[src/hdl/pdc_pkg.sv]
// ---------------------------------------------------------------------------
// pdc_pkg
// shared types and constants of the playfair digraph cipher
// ---------------------------------------------------------------------------
package pdc_pkg;

  localparam int SQUARE_SIDE    = 5;
  localparam int LETTER_BITS    = 5;
  localparam int ROW_BITS       = SQUARE_SIDE * LETTER_BITS;
  localparam int CELLS          = SQUARE_SIDE * SQUARE_SIDE;
  localparam int REG_INDEX_BITS = 3;

  typedef logic [LETTER_BITS-1:0] letter_t;
  typedef logic [ROW_BITS-1:0]    row_t;
  typedef logic [SQUARE_SIDE-1:0] pos_oh_t;
  typedef logic [CELLS-1:0]       cell_oh_t;

  // opcode values
  localparam logic OP_ENCRYPT = 1'b0;
  localparam logic OP_DECRYPT = 1'b1;

endpackage

[src/hdl/playfair_digraph_cipher_top.sv]
// ---------------------------------------------------------------------------
// playfair digraph cipher
// one letter pair in, one transformed pair out, against a 5x5 key square
// ---------------------------------------------------------------------------
// The block takes one letter pair per request and returns both transformed
// letters together. A new request is taken every cycle while in_ready is
// high: an input register feeds the square lookup and transform logic,
// which loads the result register. in_ready only drops when a finished
// result waits on out_ready and the input register is full. Key square
// rows are written on the cfg port (index 0..4, column 0 in the low bits);
// writes to other indexes are ignored. Each letter is located
// by 25 parallel comparators with the first match in row-major order winning.
// Same row shifts columns right (encrypt) or left (decrypt), same column
// shifts rows down or up, otherwise the two columns are swapped. If either
// letter is absent the result has not_found set and both letters zero.
// ---------------------------------------------------------------------------
module playfair_digraph_cipher_top (
  input  logic                                  clk,
  input  logic                                  rst,
  // configuration
  input  logic                                  cfg_we,
  input  logic [pdc_pkg::REG_INDEX_BITS-1:0]    cfg_index,
  input  logic [pdc_pkg::ROW_BITS-1:0]          cfg_data,
  // request channel
  input  logic                                  in_valid,
  output logic                                  in_ready,
  input  logic                                  opcode,
  input  logic [pdc_pkg::LETTER_BITS-1:0]       first_letter,
  input  logic [pdc_pkg::LETTER_BITS-1:0]       second_letter,
  // result channel
  output logic                                  out_valid,
  input  logic                                  out_ready,
  output logic [pdc_pkg::LETTER_BITS-1:0]       first_result,
  output logic [pdc_pkg::LETTER_BITS-1:0]       second_result,
  output logic                                  not_found
);

  localparam int S = pdc_pkg::SQUARE_SIDE;
  localparam int L = pdc_pkg::LETTER_BITS;
  localparam int N = pdc_pkg::CELLS;

  // lowest set bit, i.e. first match in row-major order
  function automatic pdc_pkg::cell_oh_t first_hit(input pdc_pkg::cell_oh_t m);
    return m & (~m + N'(1));
  endfunction

  function automatic pdc_pkg::pos_oh_t row_of(input pdc_pkg::cell_oh_t oh);
    pdc_pkg::pos_oh_t r;
    for (int i = 0; i < S; i++) begin
      r[i] = |oh[i*S +: S];
    end
    return r;
  endfunction

  function automatic pdc_pkg::pos_oh_t col_of(input pdc_pkg::cell_oh_t oh);
    pdc_pkg::pos_oh_t c;
    c = '0;
    for (int i = 0; i < S; i++) begin
      for (int j = 0; j < S; j++) begin
        c[j] = c[j] | oh[i*S + j];
      end
    end
    return c;
  endfunction

  // one step forward (encrypt) or back (decrypt), wrapping
  function automatic pdc_pkg::pos_oh_t rotate(input pdc_pkg::pos_oh_t p,
                                              input logic op);
    if (op == pdc_pkg::OP_DECRYPT) begin
      return {p[0], p[S-1:1]};
    end
    return {p[S-2:0], p[S-1]};
  endfunction

  // and-or select of the entry at a one-hot row and column
  function automatic pdc_pkg::letter_t pick(
    input pdc_pkg::pos_oh_t                  r,
    input pdc_pkg::pos_oh_t                  c,
    input logic [N-1:0][L-1:0]               codes
  );
    pdc_pkg::letter_t v;
    v = '0;
    for (int i = 0; i < S; i++) begin
      for (int j = 0; j < S; j++) begin
        v = v | (codes[i*S + j] & {L{r[i] & c[j]}});
      end
    end
    return v;
  endfunction

  // key square rows
  pdc_pkg::row_t square_row [S];

  always_ff @(posedge clk) begin
    if (rst) begin
      for (int i = 0; i < S; i++) begin
        square_row[i] <= '0;
      end
    end else if (cfg_we) begin
      for (int i = 0; i < S; i++) begin
        if (cfg_index == pdc_pkg::REG_INDEX_BITS'(i)) begin
          square_row[i] <= cfg_data;
        end
      end
    end
  end

  // flattened row-major view of the square
  logic [N-1:0][L-1:0] cell_code;

  always_comb begin
    for (int i = 0; i < S; i++) begin
      for (int j = 0; j < S; j++) begin
        cell_code[i*S + j] = square_row[i][j*L +: L];
      end
    end
  end

  // input register
  logic             s1_valid;
  logic             s1_opcode;
  pdc_pkg::letter_t s1_first;
  pdc_pkg::letter_t s1_second;
  logic             out_load;

  // result register loads whenever the input register is full and the result register is empty or being drained
  assign out_load = s1_valid && (!out_valid || out_ready);
  assign in_ready = !s1_valid || out_load;

  always_ff @(posedge clk) begin
    if (rst) begin
      s1_valid <= 1'b0;
    end else if (in_ready) begin
      s1_valid <= in_valid;
    end
  end

  always_ff @(posedge clk) begin
    if (in_ready && in_valid) begin
      s1_opcode <= opcode;
      s1_first  <= first_letter;
      s1_second <= second_letter;
    end
  end

  // lookup: parallel compare against every entry
  pdc_pkg::cell_oh_t match1, match2;
  pdc_pkg::cell_oh_t hit1, hit2;
  pdc_pkg::pos_oh_t  r1, c1, r2, c2;
  pdc_pkg::pos_oh_t  r1_next, c1_next, r2_next, c2_next;
  logic              found;
  pdc_pkg::letter_t  first_next, second_next;

  always_comb begin
    for (int p = 0; p < N; p++) begin
      match1[p] = (cell_code[p] == s1_first);
      match2[p] = (cell_code[p] == s1_second);
    end
    hit1  = first_hit(match1);
    hit2  = first_hit(match2);
    found = (|match1) && (|match2);
    r1    = row_of(hit1);
    c1    = col_of(hit1);
    r2    = row_of(hit2);
    c2    = col_of(hit2);

    // digraph rules: same row, then same column, then rectangle
    r1_next = r1;
    r2_next = r2;
    c1_next = c2;
    c2_next = c1;
    if (r1 == r2) begin
      c1_next = rotate(c1, s1_opcode);
      c2_next = rotate(c2, s1_opcode);
    end else if (c1 == c2) begin
      r1_next = rotate(r1, s1_opcode);
      r2_next = rotate(r2, s1_opcode);
      c1_next = c1;
      c2_next = c2;
    end

    first_next  = found ? pick(r1_next, c1_next, cell_code) : '0;
    second_next = found ? pick(r2_next, c2_next, cell_code) : '0;
  end

  // result register
  always_ff @(posedge clk) begin
    if (rst) begin
      out_valid <= 1'b0;
    end else if (out_load) begin
      out_valid <= 1'b1;
    end else if (out_ready) begin
      out_valid <= 1'b0;
    end
  end

  always_ff @(posedge clk) begin
    if (out_load) begin
      first_result  <= first_next;
      second_result <= second_next;
      not_found     <= !found;
    end
  end

endmodule

[config.mk]
export PLATFORM = sky130hd
export DESIGN_NAME = playfair_digraph_cipher_top
export DESIGN_NICKNAME = d
export VERILOG_FILES = /design/src/hdl/pdc_pkg.sv /design/src/hdl/playfair_digraph_cipher_top.sv
export SDC_FILE = /design/constraint.sdc
export NUM_CORES = 1
export LEC_CHECK = 0
export BUFFER_PORTS_ARGS = -buffer_cell sky130_fd_sc_hd__buf_2
export CORE_ASPECT_RATIO = 1.2
export CORE_MARGIN = 3
export CORE_UTILIZATION = 49
export CTS_CLUSTER_DIAMETER = 150
export DETAILED_ROUTE_END_ITERATION = 6
export GPL_TIMING_DRIVEN = 0
export PLACE_DENSITY = 0.69
export SYNTH_ARGS = -nofsm -noshare
export SYNTH_HDL_FRONTEND = slang
export SYNTH_SLANG_ARGS = --single-unit
[constraint.sdc]
create_clock -name clk -period 6.9 [get_ports clk]
set_clock_uncertainty 0.15 [all_clocks]
set_input_delay 0.69 -clock clk [delete_from_list [all_inputs] [get_ports clk]]
set_output_delay 0.69 -clock clk [all_outputs]
set_load 0.01 [all_outputs]
## Word-level counts from Yosys, hierarchy flattened

Memory sizes are Yosys's and may differ from the RTL's.
Index checks and enable logic that the tools add are counted.

| storage, ports and cells | value |
|---|---|
| bits in registers | 24 |
| bits in latches | 0 |
| memory bits (writable) | 125 |
| memory bits (read-only) | 0 |
| bits of input ports | 44 |
| output and inout port bits | 13 |
| logic and storage cells | 335 |
| memories kept | 1 |

| operators by class | value |
|---|---|
| add/sub/neg operators | 2 |
| multipliers | 0 |
| div/mod/pow operators | 0 |
| order comparisons | 0 |
| equal/unequal tests | 56 |
| shifts and indexed selects | 0 |
| mux-type cells | 49 |
| bitwise operators | 197 |
| reductions and logical operators | 22 |

Memory list:

| name | depth | width | read ports | clocked after memory_dff | wr ports | RTL line | text |
|---|---|---|---|---|---|---|---|
| square_row | 5 | 25 | 5 | 0 | 5 | playfair_digraph_cipher_top.sv:92 | `pdc_pkg::row_t square_row [S];` |

Operators by type and width:

| cell | count |
|---|---|
| == test 5 bit | 52 |
| AND 5 bit | 50 |
| OR 5 bit | 48 |
| 2-to-1 mux 25 bit | 5 |
| 2-to-1 mux 5 bit | 16 |
| adder 25 x 1 -> 25 bit (second input constant) | 2 |
| AND 1 bit | 50 |
| AND 25 bit | 2 |
| NOT 25 bit | 2 |
| OR reduction 25 bit | 2 |
| OR reduction 5 bit | 10 |
| OR 1 bit | 45 |
| 2-to-1 mux 1 bit | 28 |
| == test 3 x 2 -> 1 bit (second input constant) | 2 |
| == test 3 x 1 -> 1 bit (second input constant) | 1 |
| == test 3 bit (second input constant) | 1 |
| logical AND 1 bit | 3 |
| zero test 1 bit | 3 |
| zero test 3 bit | 1 |
| logical OR 1 bit | 2 |
| nonzero test 2 bit | 1 |

## Logic depth before layout (Yosys ltp)

Gate-level depths: netlist (run 1).

| logic depth | value |
|---|---|
| depth after elaboration | 40 |
| depth in mapped cells | 19 |
| depth with buffers taken out | 14 |

## Worst setup path after synthesis (run 1)

Ideal clock, no wire load.

| path | value |
|---|---|
| path type | reg2reg |
| start | register s1_first[4] |
| end | register second_result[1] (netlist name) (data pin) |
| data arrival time | 4371 ps |
| required time | 6478 ps |
| slack | 2107 ps |
| cell stages (with the launch flop) | 18 |
| buffers on the path | 3 |
| clock period less this slack | 4793 ps |
| cells stage by stage | edfxtp_1 -> buf_4 -> buf_8 -> xnor2_1 -> nand3_2 -> nor2_2 -> nor4b_4 -> nand4_2 -> or4_4 -> nor2b_2 -> buf_6 -> xor2_4 -> nor2_2 -> nor4_4 -> mux2_2 -> a22o_1 -> a221o_1 -> or4_1 |

| between the ends | value |
|---|---|
| longest elaborated chain between the ends | 37 |

Ends and longest elaborated chain:

| element | RTL line | text |
|---|---|---|
| start, declared | playfair_digraph_cipher_top.sv:122 | `pdc_pkg::letter_t s1_first;` |
| start signal, assigned | playfair_digraph_cipher_top.sv:141 | `s1_first <= first_letter;` |
| == test 5 bit | playfair_digraph_cipher_top.sv:156 | `match1[p] = (cell_code[p] == s1_first);` |
| NOT 25 bit | playfair_digraph_cipher_top.sv:44 | `return m & (~m + N'(1));` |
| adder 25 x 1 -> 25 bit | playfair_digraph_cipher_top.sv:44 |  |
| AND 25 bit | playfair_digraph_cipher_top.sv:44 |  |
| OR 1 bit (4 in a row) | playfair_digraph_cipher_top.sv:60 | `c[j] = c[j] \| oh[i*S + j];` |
| == test 5 bit | playfair_digraph_cipher_top.sv:175 | `end else if (c1 == c2) begin` |
| 2-to-1 mux 5 bit | playfair_digraph_cipher_top.sv:175 |  |
| 2-to-1 mux 5 bit | playfair_digraph_cipher_top.sv:172 | `if (r1 == r2) begin` |
| AND 1 bit | playfair_digraph_cipher_top.sv:85 | `v = v \| (codes[i*S + j] & {L{r[i] & c[j]}});` |
| AND 5 bit | playfair_digraph_cipher_top.sv:85 |  |
| OR 5 bit (24 in a row) | playfair_digraph_cipher_top.sv:85 |  |
| end signal, assigned | playfair_digraph_cipher_top.sv:200 | `second_result <= second_next;` |
| end, declared | playfair_digraph_cipher_top.sv:34 | `output logic [pdc_pkg::LETTER_BITS-1:0] second_result,` |

Parallel ways exist; a longest one is shown, timed or not.
A chain may end at the register's enable or synchronous reset.

## Final worst setup path (run 1)

| path | value |
|---|---|
| start | register s1_second[4] |
| end | register first_result[1] (netlist name) (data pin) |

| between the ends | value |
|---|---|
| longest elaborated chain between the ends | 37 |

Ends and longest elaborated chain:

| element | RTL line | text |
|---|---|---|
| start, declared | playfair_digraph_cipher_top.sv:123 | `pdc_pkg::letter_t s1_second;` |
| start signal, assigned | playfair_digraph_cipher_top.sv:142 | `s1_second <= second_letter;` |
| == test 5 bit | playfair_digraph_cipher_top.sv:157 | `match2[p] = (cell_code[p] == s1_second);` |
| NOT 25 bit | playfair_digraph_cipher_top.sv:44 |  |
| adder 25 x 1 -> 25 bit | playfair_digraph_cipher_top.sv:44 |  |
| AND 25 bit | playfair_digraph_cipher_top.sv:44 |  |
| OR 1 bit (4 in a row) | playfair_digraph_cipher_top.sv:60 |  |
| == test 5 bit | playfair_digraph_cipher_top.sv:175 |  |
| 2-to-1 mux 5 bit | playfair_digraph_cipher_top.sv:175 |  |
| 2-to-1 mux 5 bit | playfair_digraph_cipher_top.sv:172 |  |
| AND 1 bit | playfair_digraph_cipher_top.sv:85 |  |
| AND 5 bit | playfair_digraph_cipher_top.sv:85 |  |
| OR 5 bit (24 in a row) | playfair_digraph_cipher_top.sv:85 |  |
| end signal, assigned | playfair_digraph_cipher_top.sv:199 | `first_result <= first_next;` |
| end, declared | playfair_digraph_cipher_top.sv:33 | `output logic [pdc_pkg::LETTER_BITS-1:0] first_result,` |

Parallel ways exist; a longest one is shown, timed or not.

==> impl_summary.md, run 1 <==
Clock network
The clock slew at the register clock pins of the worst setup and hold paths is approximately 0.08 ns. The buffer levels on the longest clock path is 2. Clock tree synthesis inserted a total of 17 buffers. The clock tree synthesis step divided the H-tree into 4 levels.

The CTS root buffer is sky130_fd_sc_hd__clkbuf_16. TritonCTS built the clock tree. The number of buffers inserted to repair setup after CTS is 0. For this design, the CTS-stage hold fixing added 0 buffers. The tree built by TritonCTS fans out to around 150 sinks. The number of gates resized after CTS was 0.

The insertion delay of the later-clocked pin in the worst-skew pair is ~0.44 ns.

Yosys
The post-synthesis area per instance is around 11 sq um. The post-synth design cell area is 0.0108 sq mm. The largest area contributor in the netlist is sky130_fd_sc_hd__edfxtp_1.

Counting distinct cell types in the post-synthesis netlist gives 74. In this run, synthesis produced a sequential element count of approximately 150. The instance count of the mapped netlist is 1027. The async set-reset flop share out of synthesis is 0%.

Summed over its instances, the top area cell type makes up between 40% and 50% of the synthesized netlist area. By area the synthesized netlist is led by sky130_fd_sc_hd__edfxtp_1, sky130_fd_sc_hd__xor2_1, sky130_fd_sc_hd__xnor2_1. Among all flip-flop cells after synthesis, the most frequent one is sky130_fd_sc_hd__edfxtp_1. Summing the sequential cell areas from Yosys gives about two fifths of the chip area.

The number of enable flip-flop cells after synthesis is ~150. Yosys printed 0 warnings. Counting every net in the synthesized netlist gives 1071.

Power
For this design the ratio of total power to cell area is approximately 310 mW/mm^2. In this run the static leakage power is ~0.0043 uW. The net switching power figure is 1570 uW. Across the VDD grid, the largest voltage drop is approximately 0.00024 V. Net switching is ~42% of the power. The share of power burned in the clock network is about a quarter. Of the total power, combinational logic draws between 40 and 50%. Internal power comes to between 2000 and 2500 uW. Sequential cells account for approximately 34% of the total power.

Place
Once placement finished, the instance area stood at around 0.011 sq mm. The wire-length estimate of the detail-placed layout is between 30000 and 40000 um. The weighted congestion at the end of routability-driven global placement is 1.08. The number of placed instances, taps included is 1355. The number of I/O port buffers is 56.

Detailed routing
After the first detailed-routing iteration, the DRC count stood at about 1400. The number of remaining DRC errors is 18. In the final routed layout, each cell accounts on average for 33.3 um. The number of iterations in the first detailed-routing pass is 7. After detailed routing, the number of vias per cell comes to approximately 7.0. The overall via count from detail_route is approximately 9600. The total wirelength of the detailed-routed design is approximately 46000 um.

Once detail routing completed, the nets flagged for antenna violations numbered 0.

STA
The measured slew at the worst slew-check pin is 1.50 ns. The max-slew violation count is 1. Setup repair after global routing left no endpoint under its margin. In the final timing run, aggregate negative setup slack is 0 ns. The final critical-path share of the clock period is a little over nine tenths. The final count of hold timing violations is 0.

Setup violations remaining at the end of the flow were counted as 0. Based on the critical path, the design can be clocked at up to between 100 and 150 MHz. The post-route minimum period is 6.78 ns.

Measured against its own limit, the worst slew margin works out to -2.76%.

Floorplan
The total area inside the core boundary comes to around 0.021 sq mm. The die boundary height is approximately 170 um. Once the floorplan was initialized, standard cells occupied 50.7% of the core. After floorplanning, the core was divided into between 50 and 60 placement rows. The die covers between 0.02 and 0.025 sq mm. The width of the die is roughly 140 um. The count of boundary I/O pins is between 50 and 60.

Worst setup path
For the worst setup path, the data required time is just under 7 ns. The startpoint kind of the worst setup timing path is a flip-flop. For flop-to-flop paths, the worst setup slack is approximately 0.12 ns. The capturing element type of the critical path is a flip-flop. In this run the worst path has a maximum fanout of 10. The kind of critical path is reg -> reg. The data arrival time of the worst path is 6.78 ns.

Global routing
The first global-routing pass estimated about 65000 um of wire. The number of global-route vias before repair is 9164. Global routing used 38.5% of the available tracks.

Summed over all layers, the global routing overflow is 0. The number of antenna violations at the first check in global routing was 0. The pin count of the biggest net entering global routing is 26.

Layout
0 antenna diodes ended up in the layout. The non-filler instance count after layout is between 1000 and 1500. The count of nets after finishing is between 1000 and 1500. The most common library cell in the layout ignoring fill and taps is sky130_fd_sc_hd__edfxtp_1. The finished cells cover between 0.01 and 0.015 sq mm. The library cells used most frequently in the layout, excluding fill and tap cells, are sky130_fd_sc_hd__edfxtp_1, sky130_fd_sc_hd__xor2_1, sky130_fd_sc_hd__xnor2_1. Cells with a size suffix above 1 make up between 10% and 20% of the layout. The area overhead of the layout relative to synthesis is 11.7%.

Outcome
The checks that failed: DRC, capacitance limit, slew limit. The run finished, with violations left.

Worst hold path
The class of the most critical hold timing path is in -> reg.

Run
The max-capacitance violation count is 1.
## stage by stage
step           hold WS (ns)  utilization (%)  setup WS (ns)  power [uW]
4_1_cts               0.271             56.6          0.549        3660
2_1_floorplan         0.328                -           2.11        2180
3_5_place_dp          0.361             53.8          0.557        2700
6_report              0.274             56.6          0.116        3740
3_3_place_gp          0.349             53.6          0.546        2700
5_1_grt               0.261             56.6         0.0811        3830
## sequential cells by signal (all words and copies together), names as in the netlist
name	flops
first_result	5
s1_second	5
out_valid	1
not_found	1
s1_valid	1
square_row	125
s1_first	5
s1_opcode	1
second_result	5
## cell type report
type / instances / area (sq um)
plain buffers: 64 / 394
clock buffers: 18 / 429
clock inverters: 14 / 161
fillers: 1898 / 9260
inverters: 6 / 22.5
multi-input cells: 808 / 5950
flip-flops and latches: 149 / 4450
well taps: 270 / 338
repair buffers: 58 / 323
## cells in the mapped netlist (18+ instances only)
cell type / instances
sky130_fd_sc_hd__a21oi_1: 29
sky130_fd_sc_hd__a222oi_1: 32
sky130_fd_sc_hd__a22o_1: 30
sky130_fd_sc_hd__a22oi_1: 43
sky130_fd_sc_hd__and2_1: 32
sky130_fd_sc_hd__buf_4: 18
sky130_fd_sc_hd__clkbuf_1: 30
sky130_fd_sc_hd__edfxtp_1: 147
sky130_fd_sc_hd__nand2_1: 45
sky130_fd_sc_hd__nand3_1: 67
sky130_fd_sc_hd__nor2_1: 23
sky130_fd_sc_hd__nor3_1: 58
sky130_fd_sc_hd__o21ai_0: 22
sky130_fd_sc_hd__xnor2_1: 119
sky130_fd_sc_hd__xor2_1: 139
## power groups by stage
stage / Sequential (uW) / Clock [uW] / Combinational, uW
5_1_grt: 1260 / 1000 / 1570
6_report: 1260 / 962 / 1510
4_1_cts: 1250 / 964 / 1440
2_1_floorplan: 1200 / 0 / 975
3_5_place_dp: 1270 / 0 / 1430
3_3_place_gp: 1270 / 0 / 1430
## path summary, 6_finish.rpt
| check | endpoint | depth (start not counted) | startpoint |
|---|---|---|---|
| setup / recovery | first_result[1]$_SDFFCE_PN0P_ | 18 | s1_second[4]$_DFFE_PP_ |
| hold / removal | s1_first[2]$_DFFE_PP_ | 1 | first_letter[2] |
| setup reg to reg | first_result[1]$_SDFFCE_PN0P_ | 18 | s1_second[4]$_DFFE_PP_ |
| hold reg to reg | out_valid$_SDFFE_PP0P_ | 2 | s1_valid$_SDFFE_PP0N_ |
## cells by family after synthesis
kind of cell | Yosys count | share of synthesized area [%]
multiplexers | 31 | 3.04
flip-flops | 149 | 41.2
buffers and inverters | 70 | 3.85
AND/OR/NAND/NOR | 299 | 15.3
XOR/XNOR | 259 | 21.2
AO/OA/AOI/OAI | 219 | 15.4
## worst max-delay path: stages (launching register included)
cell,delay [ns]
sky130_fd_sc_hd__edfxtp_1,0.32
sky130_fd_sc_hd__buf_2,0.22
sky130_fd_sc_hd__buf_4,0.29
sky130_fd_sc_hd__buf_4,0.28
sky130_fd_sc_hd__xor2_1,0.17
sky130_fd_sc_hd__nor3_1,0.06
sky130_fd_sc_hd__nand3_1,0.25
sky130_fd_sc_hd__and3_1,0.27
sky130_fd_sc_hd__nand4_1,0.28
sky130_fd_sc_hd__o32ai_1,0.74
sky130_fd_sc_hd__a21oi_1,0.31
sky130_fd_sc_hd__xnor2_1,0.22
sky130_fd_sc_hd__nand3_1,0.13
sky130_fd_sc_hd__nor4_4,0.62
sky130_fd_sc_hd__buf_2,0.39
sky130_fd_sc_hd__mux2i_1,0.99
sky130_fd_sc_hd__o22ai_1,0.16
sky130_fd_sc_hd__nor4_1,0.39
sky130_fd_sc_hd__nand4_1,0.21
## routing by layer
metal / share of wire (%) / wire length [um] / track usage, %
met4: 7.7 / 3570 / 21.7
met3: 10 / 4760 / 8.53
met5: 0 / 0 / 0
met1: 38 / 17400 / 50.2
met2: 44 / 20500 / 59.2
Note: power is estimated with default switching activity, not from simulation.
==> run 2, diff against run 1 <==
--- a/config.mk
+++ b/config.mk
@@ -6,7 +6,6 @@
 export NUM_CORES = 1
 export LEC_CHECK = 0
 export BUFFER_PORTS_ARGS = -buffer_cell sky130_fd_sc_hd__buf_2
-export CORE_ASPECT_RATIO = 1.2
 export CORE_MARGIN = 3
 export CORE_UTILIZATION = 49
 export CTS_CLUSTER_DIAMETER = 150
==> impl_summary.md, run 2 (synthesis gave the netlist of run 1 again) <==
Outcome
The run finished, with violations left. The checks that failed: DRC, capacitance limit, slew limit.

Detailed routing
The detailed router placed 9416 vias in this run. The number of remaining DRC errors is 13. Using the TritonRoute via totals, the vias-per-cell ratio works out to 6.76. Summed over all layers, the routed wires come to roughly 45000 um. The final routed wire length divided by cell count is 32.6 um. The first TritonRoute pass finished after 7 iterations. The DRC violation total after the first TritonRoute iteration is about 1300.

The antenna violation net count after detailed routing is 0.

Worst setup path
The startpoint kind of the worst setup timing path is a flip-flop. The critical path goes through buf_2, buf_4, xnor2_1, nand3_1, nor3_1, nor3_1, nand4_1, o22ai_1, a32oi_1, xor2_1, nand3_1, nor4_4, buf_2, mux2i_1, o22ai_1, nor4_1, nand4_1. The largest driver fanout on the critical path is 10. The data arrival time of the worst path is between 6 and 7 ns. The kind of critical path is reg -> reg. The largest single stage delay on the critical path is 0.90 ns. The number of buffers and inverters on the critical path is 3. The capturing element type of the critical path is a flip-flop. The cell type of the slowest stage on the worst timing path is sky130_fd_sc_hd__mux2i_1. Among cell families on the critical path, the largest total delay comes from simple AND/OR/NAND/NOR gates. The required time of the critical path is between 6 and 7 ns.

Power
Combinational logic is responsible for 40.5% of the overall power. The total power per unit cell area is around 300 mW/mm^2. Net switching is 42.0% of the power.

Per report_power, the sequential group accounts for between 30% and 40% of the total. The internal power of the cells is around 2100 uW. The worst vdd rail ir drop is roughly 0.00018 V.

The net switching power figure is around 1500 uW. The share of power burned in the clock network is 25.1%. The leakage dissipation is ~0.0043 uW.

Clock network
CTS placed an instance of sky130_fd_sc_hd__clkbuf_16 at the clock tree root. The insertion delay of the later-clocked pin in the worst-skew pair is between 0.4 and 0.5 ns. In this run the number of H-tree levels came out at 4. After clock tree synthesis, the flow added hold-fix buffers numbering 0. In this run the deepest clock path goes through 2 buffers. The clock tree from TritonCTS is done. The TritonCTS sink count is approximately 150. Clock tree synthesis inserted a total of 17 buffers.

The clock slew at the register clock pins of the worst setup and hold paths is approximately 0.080 ns. The number of buffers inserted to repair setup after CTS is 0.

Floorplan
Once the floorplan was initialized, standard cells occupied between 50% and 60% of the core. The die is approximately 150 um wide. The die covers 0.0239 sq mm. The number of rows created at floorplan is between 50 and 60. The floorplan step set the die height to ~150 um.

The count of boundary I/O pins is 57. The placeable core region is 0.0214 sq mm.

Layout
The multi-input combinational cells in the finished layout cover a total of between 0.005 and 0.006 sq mm. 0 antenna diodes ended up in the layout. The register with the most flip-flops in the layout has approximately 130 of them.

The count of nets after finishing is about 1100. The final design utilization is a little under three fifths. The number of filler cells placed in the layout is 1905. square_row holds more flip-flops than any other register. In the layout the commonest cells are sky130_fd_sc_hd__edfxtp_1, sky130_fd_sc_hd__xor2_1, sky130_fd_sc_hd__xnor2_1. The most common library cell in the layout ignoring fill and taps is sky130_fd_sc_hd__edfxtp_1.

Compared with the post-synthesis result, the final layout area differs by 11.4%. The finished cells cover approximately 0.012 sq mm. Of the cells placed in the final design, the portion with a size suffix greater than 1 is between 10% and 20%. Across the whole layout, storage elements account for around 0.0045 sq mm.

Place
In this run the tool buffered the top-level ports with 56 buffer cells. OpenSTA, run right after detailed placement, puts the worst setup slack at roughly 0.35 ns. The HPWL after detailed placement is around 35000 um. The post-placement cell area is ~0.011 sq mm. The weighted congestion at the end of routability-driven global placement is ~1.

STA
For the pin with the worst max-slew slack, the measured transition is between 1 and 1.5 ns. Dividing the final minimum period by the clock period gives 94.8%. The post-route minimum period is roughly 6.5 ns. Across all setup checks in the final design, the least slack found is between 0.3 and 0.4 ns. Across all hold checks on the routed design, the worst slack comes to roughly 0.28 ns. The maximum clock rate is roughly 150 MHz.

The final count of hold timing violations is 0. Setup total negative slack on the finished layout was measured at 0 ns. Setup violations remaining at the end of the flow were counted as 0. The max-slew violation count is 1. Setup repair after global routing left no endpoint under its margin. The worst slew margin relative to its limit is -0.183%.

Global routing
The first-pass GRT wire length is 64400 um. The number of antenna violations at the first check in global routing is 0. For this run, the total global-route usage over all layers was measured as 37.7%. Entering global routing, the biggest net connects 26 pins. The number of global-route vias before repair is ~9000. Global routing finished with a remaining overflow of 0.

Worst hold path
The tightest min-delay check is of the in -> reg type.

Run
Max-cap violations in this run came to 1.
run 2: cell count changes in the layout (fill, tap and decap cells not counted), sizes merged:
| cell | delta |
|---|---|
| inv | +1 |
| bufinv | -1 |
| clkinvlp | +2 |
| clkinv | -2 |
run 2: through the flow:
step | total power [uW] | std cells
2_1_floorplan | 2180 | 1027
3_5_place_dp | 2680 | 1360
4_1_cts | 3590 | 1392
5_1_grt | 3780 | 1392
3_3_place_gp | 2690 | 1358
6_report | 3660 | 1392
run 2: per-layer routing:
metal	vias up	wire (um)	track usage, %	share of wire [%]
met5	-	0	0	0
met3	151	5420	11.5	12
li1	4049	-	-	-
met1	4545	17700	50.6	39
met2	671	19500	55.2	43
met4	0	2790	19.3	6.1
run 2: final timing paths:
check                          from                       endpoint  slack, ns  cells past startpoint
max          s1_second[1]$_DFFE_PP_  first_result[0]$_SDFFCE_PN0P_       0.36                     17
min reg2reg   s1_valid$_SDFFE_PP0N_         out_valid$_SDFFE_PP0P_       0.37                      2
min                second_letter[3]         s1_second[3]$_DFFE_PP_       0.28                      1
max reg2reg  s1_second[1]$_DFFE_PP_  first_result[0]$_SDFFCE_PN0P_       0.36                     17
run 2: power groups by stage:
stage / Clock [uW] / Combinational [uW] / Sequential, uW
6_report: 918 / 1480 / 1260
5_1_grt: 960 / 1560 / 1260
4_1_cts: 912 / 1420 / 1250
3_5_place_dp: 0 / 1410 / 1270
3_3_place_gp: 0 / 1420 / 1270
2_1_floorplan: 0 / 975 / 1200
run 2: final cells by class:
type	instances	area share, %
Clock buffer	18	3.56
Inverter	6	0.187
Buffer	64	3.27
Tap cell	275	2.86
Timing Repair Buffer	58	2.62
Sequential cell	149	37.0
Multi-Input combinational cell	808	49.4
Clock inverter	14	1.08
run 2: timing repair:
action,CTS,global route
gates resized for setup,0,1
endpoints found under the setup margin,0,1
endpoints found under the hold margin,0,0
